==> config.mk <==
export PLATFORM = sky130hd
export DESIGN_NAME = graph_component_traversal_top_flat
export DESIGN_NICKNAME = d
export VERILOG_FILES = /design/src/sv/gct_pkg.sv /design/src/sv/gct_if.sv /design/src/sv/gct_pick.sv /design/src/sv/graph_component_traversal_top.sv /design/src/flat_wrapper.sv
export SDC_FILE = /design/constraint.sdc
export NUM_CORES = 1
export LEC_CHECK = 0
export ABC_AREA = 0
export BUFFER_PORTS_ARGS = -buffer_cell sky130_fd_sc_hd__buf_2
export CAP_MARGIN = 20
export CORE_ASPECT_RATIO = 0.6
export CORE_MARGIN = 2
export CORE_UTILIZATION = 55
export DETAILED_ROUTE_END_ITERATION = 7
export GPL_TIMING_DRIVEN = 0
export MAX_ROUTING_LAYER = met4
export PLACE_DENSITY = 0.71
export SLEW_MARGIN = 20
export SYNTH_ARGS = -nofsm -noshare
export SYNTH_HDL_FRONTEND = slang
export SYNTH_SLANG_ARGS = --single-unit
==> constraint.sdc <==
create_clock -name clk -period 4.8 [get_ports clk]
set_input_delay 0 -clock clk [delete_from_list [all_inputs] [get_ports clk]]
set_output_delay 0 -clock clk [all_outputs]
set_load 0.01 [all_outputs]
==> src/sv/gct_pkg.sv <==
package gct_pkg;

  // Default size of the vertex set.
  localparam int MAX_VERTICES_DEF = 16;

  // Fixed field widths.
  localparam int MODE_W     = 2;
  localparam int VERTEX_W   = 4;
  localparam int COUNT_W    = 5;
  localparam int CFG_IDX_W  = 1;
  localparam int CFG_DATA_W = 5;

  // Request modes.
  localparam logic [MODE_W-1:0] MODE_EDGE  = 2'd0;
  localparam logic [MODE_W-1:0] MODE_RUN   = 2'd1;
  localparam logic [MODE_W-1:0] MODE_CLEAR = 2'd2;

  // Traversal kinds.
  localparam logic KIND_BFS = 1'b0;
  localparam logic KIND_DFS = 1'b1;

  // Configuration register indexes.
  localparam logic [CFG_IDX_W-1:0] REG_VERTEX_COUNT   = 1'd0;
  localparam logic [CFG_IDX_W-1:0] REG_TRAVERSAL_KIND = 1'd1;

  localparam logic [COUNT_W-1:0] VERTEX_COUNT_RESET = 5'd16;

endpackage

==> src/sv/gct_if.sv <==
interface gct_req_if import gct_pkg::*; ();
  logic                valid;
  logic                ready;
  logic [MODE_W-1:0]   mode;
  logic [VERTEX_W-1:0] edge_from;
  logic [VERTEX_W-1:0] edge_to;

  modport source (output valid, output mode, output edge_from, output edge_to, input ready);
  modport sink   (input valid, input mode, input edge_from, input edge_to, output ready);
endinterface

interface gct_rsp_if import gct_pkg::*; ();
  logic                valid;
  logic                ready;
  logic [VERTEX_W-1:0] vertex;
  logic                component_start;
  logic                last;

  modport source (output valid, output vertex, output component_start, output last,
                  input ready);
  modport sink   (input valid, input vertex, input component_start, input last,
                  output ready);
endinterface

==> src/sv/gct_pick.sv <==
module gct_pick import gct_pkg::*; #(
  parameter int WIDTH = MAX_VERTICES_DEF,
  parameter int IDX_W = $clog2(MAX_VERTICES_DEF)
) (
  input  logic [WIDTH-1:0] bits,
  output logic [IDX_W-1:0] idx,
  output logic             any
);

  // Lowest set bit wins: scan from the top so the lowest index is written last.
  always_comb begin
    idx = '0;
    for (int i = WIDTH - 1; i >= 0; i--) begin
      if (bits[i]) begin
        idx = IDX_W'(i);
      end
    end
    any = |bits;
  end

endmodule

==> src/sv/graph_component_traversal_top.sv <==
// An edge request inside the active range updates both of its rows through S_EDGE_A and
// S_EDGE_B; ignored edges, clear requests and unused modes finish in idle. A run picks
// each component root, then takes vertices from the breadth-first queue or depth-first
// stack through S_POP, S_VREAD and S_ROW (breadth-first adds S_EXPAND); S_FLUSH closes it.
// One request is in work at a time; the next is taken once the block is back in idle.
// Synchronous active-high reset clears the edge matrix, visited set and config.
module graph_component_traversal_top import gct_pkg::*; #(
  parameter int MAX_VERTICES = MAX_VERTICES_DEF
) (
  input  logic                  clk,
  input  logic                  rst,
  input  logic                  cfg_we,
  input  logic [CFG_IDX_W-1:0]  cfg_index,
  input  logic [CFG_DATA_W-1:0] cfg_data,
  gct_req_if.sink               request,
  gct_rsp_if.source             result
);

  // Vertex index width, stack/queue pointer width and count compare width.
  localparam int VW = (MAX_VERTICES > 1) ? $clog2(MAX_VERTICES) : 1;
  localparam int PW = $clog2(MAX_VERTICES + 1);
  localparam int NW = (PW > COUNT_W) ? PW : COUNT_W;

  // Sequencer states.
  localparam logic [3:0] S_IDLE   = 4'd0;
  localparam logic [3:0] S_EDGE_A = 4'd1;
  localparam logic [3:0] S_EDGE_B = 4'd2;
  localparam logic [3:0] S_ROOT   = 4'd3;
  localparam logic [3:0] S_POP    = 4'd4;
  localparam logic [3:0] S_VREAD  = 4'd5;
  localparam logic [3:0] S_ROW    = 4'd6;
  localparam logic [3:0] S_EXPAND = 4'd7;
  localparam logic [3:0] S_FLUSH  = 4'd8;

  localparam logic [MAX_VERTICES-1:0] ONE_BIT = {{(MAX_VERTICES-1){1'b0}}, 1'b1};

  // Configuration registers.
  logic [COUNT_W-1:0] vertex_count;
  logic               traversal_kind;

  always_ff @(posedge clk) begin
    if (rst) begin
      vertex_count   <= VERTEX_COUNT_RESET;
      traversal_kind <= KIND_BFS;
    end else if (cfg_we) begin
      case (cfg_index)
        REG_VERTEX_COUNT:   vertex_count   <= cfg_data[COUNT_W-1:0];
        REG_TRAVERSAL_KIND: traversal_kind <= cfg_data[0];
        default: ;
      endcase
    end
  end

  // The vertex count in use is capped at the matrix size, and the mask keeps
  // every vertex at or above it out of the walk.
  logic [NW-1:0]           n_eff;
  logic [MAX_VERTICES-1:0] vmask;

  always_comb begin
    n_eff = (NW'(vertex_count) > NW'(MAX_VERTICES)) ? NW'(MAX_VERTICES) : NW'(vertex_count);
    for (int i = 0; i < MAX_VERTICES; i++) begin
      vmask[i] = (NW'(i) < n_eff);
    end
  end

  // Sequencer and datapath registers.
  logic [3:0]              state, state_next;
  logic [MAX_VERTICES-1:0] visited, visited_next;
  logic [MAX_VERTICES-1:0] cand, cand_next;
  logic [PW-1:0]           head, head_next;
  logic [PW-1:0]           tail, tail_next;
  logic [VW-1:0]           ea, ea_next;
  logic [VW-1:0]           eb, eb_next;
  logic [MAX_VERTICES-1:0] row_valid, row_valid_next;

  // Adjacency matrix: one row per vertex, one registered read port. A row whose
  // valid bit is clear reads as empty, so reset and clear requests take effect at once.
  logic [MAX_VERTICES-1:0] adj_mem [MAX_VERTICES];
  logic                    adj_we, adj_re;
  logic [VW-1:0]           adj_wa, adj_ra;
  logic [MAX_VERTICES-1:0] adj_wd, adj_q, row_data;
  logic                    adj_qv;

  // Queue for breadth-first, stack for depth-first; entries are always written
  // before they are read.
  logic [VW-1:0] pend_mem [MAX_VERTICES];
  logic          pend_we, pend_re;
  logic [VW-1:0] pend_wa, pend_wd, pend_ra, pend_q;

  // Shared lowest-bit picker.
  logic [MAX_VERTICES-1:0] pick_in;
  logic [VW-1:0]           pick_idx;
  logic                    pick_any;

  // The newest visited vertex waits in a hold register until the next one
  // arrives or the run ends, which is when its last flag is known.
  logic          hv;
  logic [VW-1:0] h_vert;
  logic          h_start;
  logic          emit, emit_start, flush_push, emit_ok, out_free;
  logic          req_fire;
  logic [PW-1:0] tail_m1;

  gct_pick #(
    .WIDTH (MAX_VERTICES),
    .IDX_W (VW)
  ) u_pick (
    .bits (pick_in),
    .idx  (pick_idx),
    .any  (pick_any)
  );

  assign request.ready = (state == S_IDLE);
  assign req_fire      = request.valid && request.ready;
  assign row_data      = adj_qv ? adj_q : '0;
  assign out_free      = !result.valid || result.ready;
  assign emit_ok       = !hv || out_free;
  assign tail_m1       = tail - 1'b1;

  always_comb begin
    case (state)
      S_ROOT:   pick_in = ~visited & vmask;
      S_EXPAND: pick_in = cand;
      default:  pick_in = row_data & vmask & ~visited;
    endcase
  end

  always_comb begin
    state_next     = state;
    visited_next   = visited;
    cand_next      = cand;
    head_next      = head;
    tail_next      = tail;
    ea_next        = ea;
    eb_next        = eb;
    row_valid_next = row_valid;
    adj_we         = 1'b0;
    adj_wa         = ea;
    adj_wd         = row_data | (ONE_BIT << eb);
    adj_re         = 1'b0;
    adj_ra         = ea;
    pend_we        = 1'b0;
    pend_wa        = tail[VW-1:0];
    pend_wd        = pick_idx;
    pend_re        = 1'b0;
    pend_ra        = head[VW-1:0];
    emit           = 1'b0;
    emit_start     = 1'b0;
    flush_push     = 1'b0;

    case (state)
      S_IDLE: begin
        if (req_fire) begin
          case (request.mode)
            MODE_EDGE: begin
              if ((NW'(request.edge_from) < n_eff) && (NW'(request.edge_to) < n_eff)) begin
                ea_next    = VW'(request.edge_from);
                eb_next    = VW'(request.edge_to);
                adj_re     = 1'b1;
                adj_ra     = VW'(request.edge_from);
                state_next = S_EDGE_A;
              end
            end
            MODE_RUN: begin
              visited_next = '0;
              state_next   = S_ROOT;
            end
            MODE_CLEAR: row_valid_next = '0;
            default: ;
          endcase
        end
      end

      // Read-modify-write of the first row, then the second.
      S_EDGE_A: begin
        adj_we             = 1'b1;
        row_valid_next[ea] = 1'b1;
        adj_re             = 1'b1;
        adj_ra             = eb;
        state_next         = S_EDGE_B;
      end

      S_EDGE_B: begin
        adj_we             = 1'b1;
        adj_wa             = eb;
        adj_wd             = row_data | (ONE_BIT << ea);
        row_valid_next[eb] = 1'b1;
        state_next         = S_IDLE;
      end

      // Lowest unvisited vertex opens the next component.
      S_ROOT: begin
        if (!pick_any) begin
          state_next = S_FLUSH;
        end else if (emit_ok) begin
          visited_next = visited | (ONE_BIT << pick_idx);
          emit         = 1'b1;
          emit_start   = 1'b1;
          pend_we      = 1'b1;
          pend_wa      = '0;
          head_next    = '0;
          tail_next    = PW'(1);
          state_next   = S_POP;
        end
      end

      S_POP: begin
        if (traversal_kind == KIND_BFS) begin
          if (head == tail) begin
            state_next = S_ROOT;
          end else begin
            pend_re    = 1'b1;
            head_next  = head + 1'b1;
            state_next = S_VREAD;
          end
        end else begin
          if (tail == '0) begin
            state_next = S_ROOT;
          end else begin
            pend_re    = 1'b1;
            pend_ra    = tail_m1[VW-1:0];
            state_next = S_VREAD;
          end
        end
      end

      S_VREAD: begin
        adj_re     = 1'b1;
        adj_ra     = pend_q;
        state_next = S_ROW;
      end

      S_ROW: begin
        if (traversal_kind == KIND_BFS) begin
          cand_next  = row_data & vmask & ~visited;
          state_next = S_EXPAND;
        end else if (!pick_any) begin
          tail_next  = tail_m1;
          state_next = S_POP;
        end else if (emit_ok) begin
          visited_next = visited | (ONE_BIT << pick_idx);
          emit         = 1'b1;
          if (tail < PW'(MAX_VERTICES)) begin
            pend_we   = 1'b1;
            tail_next = tail + 1'b1;
          end
          state_next = S_POP;
        end
      end

      // Breadth-first: every unvisited neighbor of the popped vertex in turn.
      S_EXPAND: begin
        if (!pick_any) begin
          state_next = S_POP;
        end else if (emit_ok) begin
          visited_next = visited | (ONE_BIT << pick_idx);
          cand_next    = cand & ~(ONE_BIT << pick_idx);
          emit         = 1'b1;
          if (tail < PW'(MAX_VERTICES)) begin
            pend_we   = 1'b1;
            tail_next = tail + 1'b1;
          end
        end
      end

      S_FLUSH: begin
        if (!hv) begin
          state_next = S_IDLE;
        end else if (out_free) begin
          flush_push = 1'b1;
          state_next = S_IDLE;
        end
      end

      default: state_next = S_IDLE;
    endcase
  end

  always_ff @(posedge clk) begin
    if (rst) begin
      state     <= S_IDLE;
      visited   <= '0;
      head      <= '0;
      tail      <= '0;
      row_valid <= '0;
    end else begin
      state     <= state_next;
      visited   <= visited_next;
      head      <= head_next;
      tail      <= tail_next;
      row_valid <= row_valid_next;
    end
  end

  always_ff @(posedge clk) begin
    cand <= cand_next;
    ea   <= ea_next;
    eb   <= eb_next;
  end

  always_ff @(posedge clk) begin
    if (adj_we) begin
      adj_mem[adj_wa] <= adj_wd;
    end
    if (adj_re) begin
      adj_q  <= adj_mem[adj_ra];
      adj_qv <= row_valid[adj_ra];
    end
  end

  always_ff @(posedge clk) begin
    if (pend_we) begin
      pend_mem[pend_wa] <= pend_wd;
    end
    if (pend_re) begin
      pend_q <= pend_mem[pend_ra];
    end
  end

  // Hold register and output register.
  always_ff @(posedge clk) begin
    if (rst) begin
      hv           <= 1'b0;
      result.valid <= 1'b0;
    end else begin
      if (emit) begin
        hv <= 1'b1;
      end else if (flush_push) begin
        hv <= 1'b0;
      end
      if ((emit && hv) || flush_push) begin
        result.valid <= 1'b1;
      end else if (result.ready) begin
        result.valid <= 1'b0;
      end
    end
  end

  always_ff @(posedge clk) begin
    if (emit) begin
      h_vert  <= pick_idx;
      h_start <= emit_start;
    end
    if ((emit && hv) || flush_push) begin
      result.vertex          <= VERTEX_W'(h_vert);
      result.component_start <= h_start;
      result.last            <= flush_push;
    end
  end

  // A new request is only taken once the last vertex of a run has left the hold.
  a_idle_hold_empty: assert property (@(posedge clk) disable iff (rst)
    request.ready |-> !hv)
    else $error("hold register busy while accepting a request");

  // The breadth-first queue never reads past its write pointer.
  a_head_le_tail: assert property (@(posedge clk) disable iff (rst)
    head <= tail)
    else $error("queue head passed tail");

  // Neighbor candidates are never already visited.
  a_cand_unvisited: assert property (@(posedge clk) disable iff (rst)
    (state == S_EXPAND) |-> ((cand & visited) == '0))
    else $error("candidate vertex already visited");

  // A vertex is only moved from hold to output when the output slot is free.
  a_push_free: assert property (@(posedge clk) disable iff (rst)
    ((emit && hv) || flush_push) |-> out_free)
    else $error("result overwritten before it was taken");

endmodule

==> src/flat_wrapper.sv <==
// flat-port wrapper written by rule: the top's interface ports become plain ports
module graph_component_traversal_top_flat import gct_pkg::*;
#(
  parameter int MAX_VERTICES = MAX_VERTICES_DEF
)
  (clk, rst, cfg_we, cfg_index, cfg_data, request_valid, request_mode, request_edge_from, request_edge_to, request_ready, result_valid, result_vertex, result_component_start, result_last, result_ready);
  gct_req_if request_i ();
  gct_rsp_if result_i ();
  input  logic clk;
  input  logic rst;
  input  logic cfg_we;
  input  logic [CFG_IDX_W-1:0] cfg_index;
  input  logic [CFG_DATA_W-1:0] cfg_data;
  input wire logic [$bits(request_i.valid)-1:0] request_valid;
  input wire logic [$bits(request_i.mode)-1:0] request_mode;
  input wire logic [$bits(request_i.edge_from)-1:0] request_edge_from;
  input wire logic [$bits(request_i.edge_to)-1:0] request_edge_to;
  output wire logic [$bits(request_i.ready)-1:0] request_ready;
  output wire logic [$bits(result_i.valid)-1:0] result_valid;
  output wire logic [$bits(result_i.vertex)-1:0] result_vertex;
  output wire logic [$bits(result_i.component_start)-1:0] result_component_start;
  output wire logic [$bits(result_i.last)-1:0] result_last;
  input wire logic [$bits(result_i.ready)-1:0] result_ready;
  assign request_i.valid = request_valid;
  assign request_i.mode = request_mode;
  assign request_i.edge_from = request_edge_from;
  assign request_i.edge_to = request_edge_to;
  assign request_ready = request_i.ready;
  assign result_valid = result_i.valid;
  assign result_vertex = result_i.vertex;
  assign result_component_start = result_i.component_start;
  assign result_last = result_i.last;
  assign result_i.ready = result_ready;
  graph_component_traversal_top #(.MAX_VERTICES(MAX_VERTICES)) u_core (.clk(clk), .rst(rst), .cfg_we(cfg_we), .cfg_index(cfg_index), .cfg_data(cfg_data), .request(request_i), .result(result_i));
endmodule
After elaboration in Yosys (flattened, before gate mapping)
Memory sizes are Yosys's and may differ from the RTL's. A register that Yosys moved wholly into a read port is not among the register bits.
Index checks and enable logic that the tools add are counted.
{"block": "op_classes", "addsub": 3, "order_cmp": 25, "n_eq_ne": 26, "shift": 3, "mux": 106, "n_bitwise": 12, "n_reduce_logical": 33}
{"operator": "$mux 16", "count": 12}
{"operator": "$mux 4", "count": 36}
{"operator": "$pmux 16 s3", "count": 2}
{"operator": "$or 16x16->16", "count": 5}
{"operator": "$and 16x16->16", "count": 4}
{"operator": "$pmux 16 s2", "count": 2}
{"operator": "$mux 5", "count": 12}
{"operator": "$shl 1x4->16 const A", "count": 3}
{"operator": "$lt 4x5->1 const A", "count": 8}
{"operator": "$not 16->16", "count": 2}
{"operator": "$pmux 4 s8", "count": 1}
{"operator": "$mux 1", "count": 29}
{"operator": "$lt 3x5->1 const A", "count": 4}
{"operator": "$eq 4x3->1 const B", "count": 4}
{"operator": "$reduce_or 16->1", "count": 1}
{"operator": "$lt 4x5->1 const B", "count": 3}
{"operator": "$pmux 5 s3", "count": 1}
{"operator": "$reduce_and 5->1", "count": 3}
{"operator": "$ne 2x2->1 const B", "count": 7}
{"operator": "$pmux 4 s3", "count": 1}
{"operator": "$reduce_and 4->1", "count": 3}
{"operator": "$add 5x1->5 const B", "count": 2}
{"operator": "$lt 1x5->1 const A", "count": 2}
{"operator": "$lt 2x5->1 const A", "count": 2}
{"operator": "other kinds (32)", "count": 59}
{"block": "totals", "reg_bits": 90, "mem_bits_rw": 320, "in_bits": 21, "out_inout_bits": 8, "elab_cells": 228, "mem_count": 2}
{"name": "u_core.adj_mem", "words": 16, "word_bits": 16, "read_ports": 1, "rd_ports_with_merged_regs": 1, "wr": 1, "line_no": "graph_component_traversal_top.sv:78", "text": "logic [MAX_VERTICES-1:0] adj_mem [MAX_VERTICES];"}
{"name": "u_core.pend_mem", "words": 16, "word_bits": 4, "read_ports": 1, "rd_ports_with_merged_regs": 1, "wr": 1, "line_no": "graph_component_traversal_top.sv:86", "text": "logic [VW-1:0] pend_mem [MAX_VERTICES];"}

Logic depth before layout (Yosys ltp)
Gate-level depths: netlist of the first run.
{"block": "depth", "depth_word": 28, "ltp_mapped": 16, "ltp_nobuf": 11}

By module
From an unflattened synthesis of the first run, not the netlist that was laid out.
{"block": "hier_totals", "cells_unflattened": 1576, "hier_area_um2": 19377.3}
{"mod": "graph_component_traversal_top", "instances": 1, "cells_per_inst": 1542, "area_per_inst_um2": 19200.9, "seq_area_each_um2": 12371.9}
{"mod": "gct_pick", "instances": 1, "cells_per_inst": 34, "area_per_inst_um2": 176.4, "seq_area_each_um2": 0.0}

Worst setup path before layout of the first run
OpenSTA, ideal clock, no wires.
{"block": "synth_timing", "path_kind": "reg-to-reg", "start": "reg u_core.state[0]", "end": "reg u_core.cand[0] (enable)", "setup_time_ps": 414, "arrival_ps": 3343, "setup_slack_ps": 1043, "stages_incl_launch_ff": 12, "n_path_buf": 3, "cell_sequence": "dfxtp_1 > buf_2 > nand3b_1 > nor2_1 > buf_2 > a22oi_1 > nand4_1 > nor3_2 > clkbuf_1 > nand2_1 > nand2_1 > a211oi_1"}
{"block": "synth_between", "elab_chain_cells": 5, "elab_cells_between_ends": 10}
{"element": "start: declaration", "line_no": "graph_component_traversal_top.sv:67", "text": "logic [3:0] state, state_next;"}
{"element": "start signal: assignment", "line_no": "graph_component_traversal_top.sv:287", "text": "state <= state_next;"}
{"element": "$eq 4x3->1 or $eq 4x2->1 (tied branches)", "line_no": "graph_component_traversal_top.sv:121, graph_component_traversal_top.sv:151"}
{"element": "$pmux 16 s2", "line_no": "graph_component_traversal_top.sv:121", "text": "case (state)"}
{"element": "$reduce_or 16->1", "line_no": "gct_pick.sv:18", "text": "any = |bits;"}
{"element": "$ne 2x1->1 (no source line)"}
{"element": "$reduce_and 4->1 (no source line) *"}
{"element": "end signal: assignment", "line_no": "graph_component_traversal_top.sv:296", "text": "cand <= cand_next;"}
{"element": "end: declaration", "line_no": "graph_component_traversal_top.sv:69", "text": "logic [MAX_VERTICES-1:0] cand, cand_next;"}
Every way passes the cells marked *; elsewhere a longest branch is shown, timed or not.
A chain may end at the register's enable or synchronous reset.

Final worst setup path of the first run
{"block": "layout_timing", "start": "reg u_core.vertex_count[1]", "end": "reg u_core.adj_q[8] (read register of u_core.adj_mem) (data pin)"}
{"block": "layout_between", "elab_chain_cells": 8, "elab_cells_between_ends": 13}
{"element": "start: declaration", "line_no": "graph_component_traversal_top.sv:38", "text": "logic [COUNT_W-1:0] vertex_count;"}
{"element": "start signal: assignment", "line_no": "graph_component_traversal_top.sv:47", "text": "REG_VERTEX_COUNT: vertex_count <= cfg_data[COUNT_W-1:0];"}
{"element": "$gt 5x5->1", "line_no": "graph_component_traversal_top.sv:60", "text": "n_eff = (NW'(vertex_count) > NW'(MAX_VERTICES)) ? NW'(MAX_VERTICES) : NW'(vertex_count);"}
{"element": "$mux 5 *", "line_no": "graph_component_traversal_top.sv:60"}
{"element": "$lt 4x5->1", "line_no": "graph_component_traversal_top.sv:156", "text": "if ((NW'(request.edge_from) < n_eff) && (NW'(request.edge_to) < n_eff)) begin"}
{"element": "$logic_and 1x1->1 *", "line_no": "graph_component_traversal_top.sv:156"}
{"element": "$mux 4 or $mux 1 (tied branches)", "line_no": "graph_component_traversal_top.sv:156"}
{"element": "$mux 4 or $mux 1 (tied branches)", "line_no": "graph_component_traversal_top.sv:154", "text": "case (request.mode)"}
{"element": "$mux 4 or $mux 1 (tied branches)", "line_no": "graph_component_traversal_top.sv:153", "text": "if (req_fire) begin"}
{"element": "$pmux 4 s3 or $pmux 1 s2 (tied branches)", "line_no": "graph_component_traversal_top.sv:151", "text": "case (state)"}
{"element": "end: declaration", "line_no": "graph_component_traversal_top.sv:81", "text": "logic [MAX_VERTICES-1:0] adj_wd, adj_q, row_data;"}
Marks and branches as above.

==> results of run 1 <==
[synthesized netlist by cell type, drive strengths merged, types with 6 or more instances]
cell type / n / area (um^2)
o22ai: 72 / 450.4
nand4: 11 / 68.82
nor2: 113 / 426.7
mux4: 16 / 360.4
a31oi: 24 / 150.1
inv: 16 / 60.06
mux2i: 156 / 1562
nand2b: 6 / 37.54
clkbuf: 38 / 142.6
o31ai: 7 / 52.55
edfxtp: 376 / 11290
xnor2: 8 / 70.07
a21oi: 50 / 250.2
nor4b: 7 / 82.57
nand3: 21 / 110.1
nand3b: 7 / 65.06
a21o: 6 / 45.04
nor3b: 8 / 60.06
a22oi: 19 / 142.6
nor3: 26 / 135.1
ha: 9 / 112.6
o21ai: 63 / 315.3
xor2: 7 / 61.31
and2: 7 / 43.79
a22o: 8 / 70.07
or4: 18 / 138.9
dfxtp: 54 / 1081
nand2: 91 / 341.6
nor4: 6 / 37.54
buf: 37 / 240.2
[cells by family after synthesis]
kind of cell,count (synthesis),synth area share [%]
AOI/OAI and AO/OA,304,10.56
buffers and inverters,91,2.370
DFF,430,66.19
adders and majority gates,10,0.6560
muxes,173,10.34
and+or+nand+nor,345,9.184
xor gates and xnor gates,15,0.7029
[state kept, by name, summed over array words and instances (netlist names), 4 cells and up]
register	count
u_core.adj_mem	256
u_core.adj_q	16
u_core.cand	16
u_core.ea	4
u_core.eb	4
u_core.h_vert	4
u_core.head	5
u_core.pend_mem	64
u_core.pend_q	4
u_core.result.vertex	4
u_core.row_valid	16
u_core.state	4
u_core.tail	5
u_core.vertex_count	5
u_core.visited	16
[worst min-delay path, delay by kind of cell]
family                 cells  cell delay (ns)
AO/OA/AOI/OAI              1             0.20
buffers and inverters      2             0.30
AND/OR/NAND/NOR            1             0.04
[worst paths after layout]
kind                          start                      end  slack [ns]  depth (start not counted)
max reg2reg  u_core.vertex_count[1]          u_core.adj_q[8]        0.17                         14
min                       cfg_index   u_core.vertex_count[4]        0.05                          4
min reg2reg        u_core.h_vert[2]  u_core.result.vertex[2]        0.42                          0
max          u_core.vertex_count[1]          u_core.adj_q[8]        0.17                         14
[timing repair]
item	4_1_cts	5_1_grt
gates resized for setup	1	6
hold buffers	18	0
setup endpoints to repair	6	17
hold endpoints to repair	16	0
[cell type report]
cell class | count | area, um^2 | area share (%)
multi-input cells | 847 | 6017 | 28.17
inverters | 16 | 60.06 | 0.2812
diodes | 1 | 2.502 | 0.01172
repair buffers | 75 | 648.1 | 3.034
plain buffers | 75 | 386.6 | 1.810
flip-flops and latches | 430 | 12370 | 57.92
clock inverters | 15 | 161.4 | 0.7557
well taps | 459 | 574.3 | 2.689
clock buffers | 54 | 1137 | 5.325
[per-layer routing]
layer | up-vias | track usage (%) | routed length, um
met4 | 0 | 4.599 | 573
met2 | 781 | 37.79 | 20460
met3 | 53 | 10.25 | 7758
met1 | 6410 | 48.20 | 23800
li1 | 5604 | - | -
met5 | - | - | 0
[power by group through the flow]
stage / Clock [mW] / Combinational, mW / Sequential (mW)
final: 3.17 / 2.35 / 4.45
after global routing: 3.35 / 2.45 / 4.46
after CTS: 3.20 / 2.27 / 4.45
after detailed placement: 0 / 2.25 / 4.53
after global placement: 0 / 2.11 / 4.54
after floorplan: 0 / 1.33 / 4.51
==> results.md, run 1 <==
- Slew margin rel.: 24.45%
- Row count: 52
- Post-DP HPWL: 37.73 mm
- Post-route DRC: 0
- CP top delay family: buffers and inverters
- Async S/R FF share, synth: 0%
- Total Wirelength: 52.60 mm
- CTS buffer count: 40
- Starting Density: 55.68%
- Clock Sinks: 430
- First-pass GRT wire length: 76.99 mm
- Commonest cells after routing, fill and taps aside: 376 x edfxtp_1, 156 x mux2i_1, 94 x nor2_1
- Area Overhead vs Synth: 14.27%
- Ys flop type: edfxtp_1
- Chip width: 242.0 um
- Placed insts: 1883
- DR iter-0 viols: 1871
- Clock power frac: 31.8%
- CP bufs+invs: 4
- Synth unique cells: 83
- Power Internal: 6.940 mW
- Number of global-route vias before repair: 11860
- Setup repair bufs after CTS: 0
- Root buf cell: clkbuf_16
- NetSw: 3.036 mW
- Part of the cycle the worst path needs: 96.36%
- Max-Cap Viols: 0
- Post-DP Area: 19860 um^2
- Place WS: -0.1284 ns
- CP max stage delay: 0.62 ns
- TNS Setup: 0 ns
- Slew @ Worst Pin: 1.125 ns
- Initial antenna violation count: 2
- FMAX: 216.2 MHz
- Leakage: 7.672 nW
- Largest net degree at the start of global routing: 20
- Critical path startpoint category: flip-flop
- Register area share after synthesis: 66.19%
- CP Class: reg2reg
- Worst-path maximum fanout: 13
- PortBufs: 28
- VDD IR-drop max: 0.3469 mV
- Final min period: 4.625 ns
- Hold_ws: 0.04737 ns
- Fin cells: 1972
- Fin util: 63.62%
- Die area: 35520 um^2
- Seq pwr share: 44.6%
- Mapped Area: 18690 um^2
- Wire per inst: 26.67 um
- Routed Antenna Nets: 0
- Clk_lat worst skew: 0.55 ns
- EDFF count, synth: 376
- Final setup fails: 0
- Final hold violation count: 0
- Cell area after layout: 21360 um^2
- Via count: 12850
- Final Power: 9.977 mW
- RSZ-0062 raised after global routing: no
- CTS tree: done
- H-tree levels: 2
- First-pass DRT Iterations: 6
- Hold Path Class: in2reg
- Endpoint type of the worst setup path: flip-flop
- Syn Area/Cell: 13.66 um^2
- Worst path cell trace: clkbuf_1 > nand2_1 > ha_1 > nand3_1 > o221a_1 > a21o_1 > and2_1 > buf_6 > a221oi_2 > buf_6 > buf_2 > mux2i_1 > o22ai_1 > or4_1
- Commonest non-fill, non-tap cell in the layout: edfxtp_1
- Mapped Nets: 1398
- Max Slew Vio Count: 0
- IO Count: 29
- Core Footprint: 33570 um^2
- Total power per unit cell area: 467.1 nW/um^2
- Slowest cell on crit path: or4_1
- #FFs+latches synth: 430
- Clock skew: 0.01998 ns
- CTS clock-pin slew for the worst setup and hold paths: 0.07 ns
- Combinational group share of total power: 23.6%
- Critical Path AT: 4.88 ns
- Clock Path Buffers: 3
- Fin worst setup slack: 0.1746 ns
- Residual overflow from global routing: 0
- Filler cells: 2529
- Via/cell ratio: 6.515
- Share of layout cells above drive strength 1: 14.29%
- Gr usage total: 30.38%
- Critical Path RT: 5.06 ns
- Synth Warn #: 0
- Final net count: 1515
- Status: complete, no violations
- Syn Inst Count: 1368
- Die height: 146.8 um
- Sw Share: 30.43%
- Most used cell, CP: buf_6
- GPL Wtd Cong: 0.9933
(Power assumes the default switching activity.)
==> inputs of run 2 (changes only) <==
CORE_MARGIN = 1.5   (was 2)
SETUP_SLACK_MARGIN = 0.5   (was not set)
==> results.md, run 2 (synthesis gave the netlist of run 1 again) <==
- Cell area after layout: 21570 um^2 (+1.0%)
- CP max stage delay: 0.55 ns (-0.07 ns)
- Clk_lat worst skew: 0.56 ns (about the same)
- Via count: 12860 (+0.12%)
- Share of layout cells above drive strength 1: 16.53% (+2.2 points)
- Critical Path RT: 5.08 ns (+0.02 ns)
- Slowest cell on crit path: or4_1
- Slew margin rel.: 28.83% (+4.4 points)
- Routed Antenna Nets: 0 (unchanged)
- Max Slew Vio Count: 0 (unchanged)
- Row count: 52 (unchanged)
- Area Overhead vs Synth: 15.42%
- Gr usage total: 31.18% (+0.79 points)
- Number of global-route vias before repair: 11980 (+0.99%)
- Clock Sinks: 430 (unchanged)
- Post-DP HPWL: 37.51 mm (-0.56%)
- Critical path startpoint category: flip-flop
- First-pass GRT wire length: 77.32 mm (+0.43%)
- Worst-path maximum fanout: 13 (unchanged)
- Max-Cap Viols: 0 (unchanged)
- H-tree levels: 2 (unchanged)
- Initial antenna violation count: 0 (-2)
- Fin util: 64.26% (+0.64 points)
- Final Power: 10.03 mW (+0.50%)
- First-pass DRT Iterations: 6 (unchanged)
- Post-route DRC: 0 (unchanged)
- Commonest cells after routing, fill and taps aside: 376 x edfxtp_1, 151 x mux2i_1, 93 x nor2_1
- Critical Path AT: 4.57 ns (-0.31 ns)
- Post-DP Area: 19830 um^2 (-0.15%)
- Starting Density: 55.68% (unchanged)
- Clock skew: 0.01786 ns (-0.002114 ns)
- Worst path cell trace: buf_4 > inv_8 > nand2_1 > ha_1 > a21oi_1 > o221a_1 > a21o_1 > and2_1 > buf_6 > a221oi_4 > buf_6 > clkbuf_4 > mux2i_1 > o22ai_1 > or4_1
- CTS clock-pin slew for the worst setup and hold paths: 0.06 ns (about the same)
- Root buf cell: clkbuf_16
- Final min period: 4.291 ns (-0.3348 ns)
- Hold Path Class: in2reg
- RSZ-0062 raised after global routing: yes
- CTS tree: done
- Final setup fails: 0 (unchanged)
- VDD IR-drop max: 0.3591 mV (+3.5%)
- Max reg flops: 256 (unchanged)
- Status: complete, no violations
- CTS buffer count: 40 (unchanged)
- Filler cells: 2488 (-1.6%)
- TNS Setup: 0 ns (unchanged)
- Biggest register: u_core.adj_mem
- Total power per unit cell area: 464.8 nW/um^2 (-0.49%)
- Commonest non-fill, non-tap cell in the layout: edfxtp_1
- Leakage: 7.719 nW (+0.61%)
- Placed insts: 1880 (-0.16%)
- DR iter-0 viols: 1641 (-12%)
- Wire per inst: 26.77 um (+0.37%)
- Most used cell, CP: buf_6
- Slew @ Worst Pin: 1.059 ns (-0.06512 ns)
- Final hold violation count: 0 (unchanged)
- Part of the cycle the worst path needs: 89.39% (-7.0 points)
- Clock Path Buffers: 3 (unchanged)
- PortBufs: 28 (unchanged)
- Via/cell ratio: 6.527 (+0.18%)
- Biggest regs: u_core.adj_mem: 256 flops, u_core.pend_mem: 64 flops
- Residual overflow from global routing: 0 (unchanged)
- Die area: 35140 um^2 (-1.1%)
- IO Count: 29 (unchanged)
- GPL Wtd Cong: 1.015 (+2.2%)
- Total Wirelength: 52.76 mm (+0.32%)
- CP Class: reg2reg
- Endpoint type of the worst setup path: flip-flop
- Largest net degree at the start of global routing: 20 (unchanged)
- Final net count: 1515 (unchanged)
- ANT cells: 0 (-1)
- Die height: 145.8 um (-0.68%)
- Core Footprint: 33570 um^2 (unchanged)
- FMAX: 233.1 MHz (+7.8%)
- Chip width: 241.0 um (-0.41%)
- Fin cells: 1971 (-0.051%)
==> run 2: cell types whose count changed in the layout (fill, tap and decap cells not counted), moves of 3 or more <==
cell,change
clkbuf_1,-3
or4_1,-4
clkbuf_16,-3
clkbuf_4,+3
buf_2,-10
buf_4,+3
o22ai_2,+12
o22ai_1,-13
mux2i_2,+5
buf_8,+4
or4_4,+4
mux2i_1,-5
clkbuf_2,+5
==> run 2: path summary, 6_finish.rpt <==
check                               from                 endpoint  slack [ns]  cells past startpoint
setup / recovery  u_core.vertex_count[4]          u_core.adj_q[0]        0.51                     15
setup reg to reg  u_core.vertex_count[4]          u_core.adj_q[0]        0.51                     15
hold reg to reg         u_core.h_vert[3]  u_core.result.vertex[3]        0.42                      0
hold / removal                 cfg_index   u_core.vertex_count[4]        0.02                      4
==> run 2: per-stage QoR <==
step,hold WS (ns),setup slack (ns)
4_1_cts,0.007616,0.4969
3_5_place_dp,0.2313,-0.1600
5_1_grt,0.06926,0.4317
3_3_place_gp,0.2287,-0.9652
2_1_floorplan,0.08306,1.043
6_report,0.01714,0.5094
==> run 2: power by group <==
group	leakage (nW)	internal [mW]	switching [mW]	total (mW)
sequential	3.88	4.39	0.0619	4.45
combinational	3.24	0.833	1.67	2.51
clock	0.596	1.69	1.38	3.06
total	7.72	6.91	3.11	10.0
==> run 2: worst max-delay path, delay by kind of cell (launching register included) <==
kind | cells | cell delay [ns]
AOI/OAI and AO/OA | 5 | 1.24
buffers and inverters | 5 | 0.98
and+or+nand+nor | 3 | 0.87
adders and majority gates | 1 | 0.32
DFF | 1 | 0.30
muxes | 1 | 0.27
==> run 2: final cells by class <==
type                    instances  area [um^2]  area share (%)
multi-input cells             847         6208           28.78
inverters                      16        67.56          0.3132
clock buffers                  55         1077           4.994
plain buffers                  75        484.2           2.245
flip-flops and latches        430        12370           57.35
repair buffers                 75        644.4           2.987
well taps                     459        574.3           2.662
clock inverters                14        143.9          0.6670
==> run 2: what timing repair did <==
item                                   in CTS  in global routing
gates resized for setup                    24                 69
pin swaps                                   0                  4
setup endpoints to repair                  41                125
buffers inserted                            0                  2
endpoints found under the hold margin      16                  0
hold buffers                               18                  0
gates cloned                                0                  1
==> run 2: layer usage <==
layer	part of all wire, %	track usage (%)	routed length (um)
met1	45	50.63	23740
met2	39	37.51	20630
met3	15	10.28	7825
met4	1.1	5.281	568
met5	0	-	0
==> inputs of run 3 (changes only) <==
CORE_UTILIZATION = 35   (was 55)
PLACE_DENSITY = not set   (was 0.71)
clock period = 4.5 ns   (was 4.8 ns; I/O delays follow)
==> results.md, run 3 (synthesis gave the netlist of run 1 again) <==
- Routed Antenna Nets: 0 (unchanged)
- Final hold violation count: 0 (unchanged)
- Multi-input logic area: 6412 um^2 (+3.3%)
- Root buf cell: clkbuf_16
- VDD IR-drop max: 0.2808 mV (-22%)
- Biggest regs: u_core.adj_mem: 256 flops, u_core.pend_mem: 64 flops
- Post-DP HPWL: 39.37 mm (+5.0%)
- Slew @ Worst Pin: 1.036 ns (-0.02362 ns)
- Die area: 54850 um^2 (+56%)
- CTS tree: done
- Max reg flops: 256 (unchanged)
- RSZ-0062 raised after global routing: yes
- IO Count: 29 (unchanged)
- Hold Path Class: in2reg
- Area Overhead vs Synth: 20.90%
- Number of global-route vias before repair: 12080 (+0.83%)
- Clock skew: 0.02415 ns (+0.006291 ns)
- Slew margin rel.: 30.41% (+1.6 points)
- Final min period: 3.912 ns (-0.3785 ns)
- Post-DP Area: 20020 um^2 (+1.0%)
- Endpoint type of the worst setup path: flip-flop
- Residual overflow from global routing: 0 (unchanged)
- Leakage: 8.035 nW (+4.1%)
- Biggest register: u_core.adj_mem
- H-tree levels: 2 (unchanged)
- Worst-path maximum fanout: 10 (-3)
- Chip width: 301.3 um (+25%)
- Commonest non-fill, non-tap cell in the layout: edfxtp_1
- FMAX: 255.6 MHz (+9.7%)
- Part of the cycle the worst path needs: 86.94% (-2.5 points)
- Clock Sinks: 430 (unchanged)
- Via count: 13010 (+1.1%)
- CTS clock-pin slew for the worst setup and hold paths: 0.07 ns (about the same)
- Reg area: 12380 um^2 (about the same)
- Max Slew Vio Count: 0 (unchanged)
- Commonest cells after routing, fill and taps aside: 376 x edfxtp_1, 149 x mux2i_1, 86 x nor2_1, 86 x nand2_1, 68 x o22ai_1
- Filler cells: 4741 (+91%)
- First-pass GRT wire length: 80.12 mm (+3.6%)
- DR iter-0 viols: 1801 (+9.8%)
- CP Class: reg2reg
- Die height: 182.0 um (+25%)
- Initial antenna violation count: 2 (+2)
- Total power per unit cell area: 495.7 nW/um^2 (+6.7%)
- Place WS: -0.6396 ns (-0.4797 ns)
- Via/cell ratio: 5.770 (-12%)
- GPL Wtd Cong: 0.9461 (-6.8%)
- Cell area after layout: 22600 um^2 (+4.7%)
- Share of layout cells above drive strength 1: 20.53% (+4.0 points)
- Final Power: 11.20 mW (+12%)
- Post-route DRC: 0 (unchanged)
- Largest net degree at the start of global routing: 20 (unchanged)
- First-pass DRT Iterations: 6 (unchanged)
- Gr usage total: 20.30% (-11 points)
- Status: complete, no violations
- Wire per inst: 24.32 um (-9.1%)
- Critical Path AT: 4.21 ns (-0.36 ns)
- Core Footprint: 52620 um^2 (+57%)
- Final net count: 1544 (+1.9%)
- CTS buffer count: 43 (+7.5%)
- Max-Cap Viols: 0 (unchanged)
- Total Wirelength: 54.83 mm (+3.9%)
- PortBufs: 28 (unchanged)
- Clock Path Buffers: 3 (unchanged)
- Fin worst setup slack: 0.5879 ns (+0.07845 ns)
- Critical path startpoint category: flip-flop
- Starting Density: 35.52% (-20 points)
- Row count: 65 (+25%)
- Clk_lat worst skew: 0.58 ns (+0.02 ns)
- Critical Path RT: 4.80 ns (-0.28 ns)
- Final setup fails: 0 (unchanged)
## run 3: worst max-delay path, stage by stage, from the launching register on
cell      delay [ns]
dfxtp_1         0.32
buf_8           0.16
inv_6           0.09
nand2_2         0.10
ha_1            0.29
nand3_1         0.07
o221a_1         0.27
a21o_1          0.22
and2_1          0.19
buf_6           0.13
a221oi_4        0.29
buf_6           0.18
buf_4           0.11
buf_6           0.19
mux2i_1         0.36
o22ai_1         0.13
or4_1           0.53
## run 3: metal layers
layer,GRT usage (%),vias up,routed length [um]
met1,32.82,6580,27500
met3,5.719,52,6042
li1,-,5674,-
met2,24.37,700,20670
met5,-,-,0
met4,3.598,0,616
## run 3: cell type report
class                           count  share of cell area (%)
Antenna cell                        2                 0.02215
Buffer                             75                   2.613
Clock buffer                       57                   5.171
Clock inverter                     23                   1.174
Inverter                           16                  0.2879
Multi-Input combinational cell    847                   28.38
Sequential cell                   430                   54.77
Tap cell                          703                   3.892
Timing Repair Buffer              101                   3.693
## run 3: worst paths after layout
path	to	start	cells past startpoint	slack (ns)
setup / recovery	u_core.adj_qv	u_core.vertex_count[4]	16	0.59
hold / removal	u_core.vertex_count[3]	cfg_index	5	0.05
setup reg to reg	u_core.adj_qv	u_core.vertex_count[4]	16	0.59
hold reg to reg	u_core.result.component_start	u_core.h_start	0	0.43
## run 3: power breakdown
part | leakage [nW] | switching (mW) | total, mW | internal [mW]
combinational | 3.46 | 1.72 | 2.76 | 1.04
sequential | 3.88 | 0.0700 | 4.76 | 4.69
clock | 0.695 | 1.61 | 3.69 | 2.08
## run 3: repair_timing
action                                  in CTS  in global routing
hold buffers                                19                  0
pin swaps                                    2                  7
gates cloned                                 1                  1
endpoints found under the setup margin     198                422
buffers inserted                             4                 28
gates resized for setup                     79                 88
hold endpoints to repair                    17                  0
## run 3: per-stage QoR
step / hold slack [ns] / setup TNS, ns / cells / util [%]
after floorplan: 0.08306 / 0 / 1368 / -
after global placement: 0.2035 / -45.29 / 2099 / 37.46
after detailed placement: 0.2046 / -8.660 / 2119 / 38.05
after CTS: 0.006493 / 0 / 2223 / 41.81
after global routing: 0.05363 / 0 / 2254 / 42.95
final: 0.05179 / 0 / 2254 / 42.95
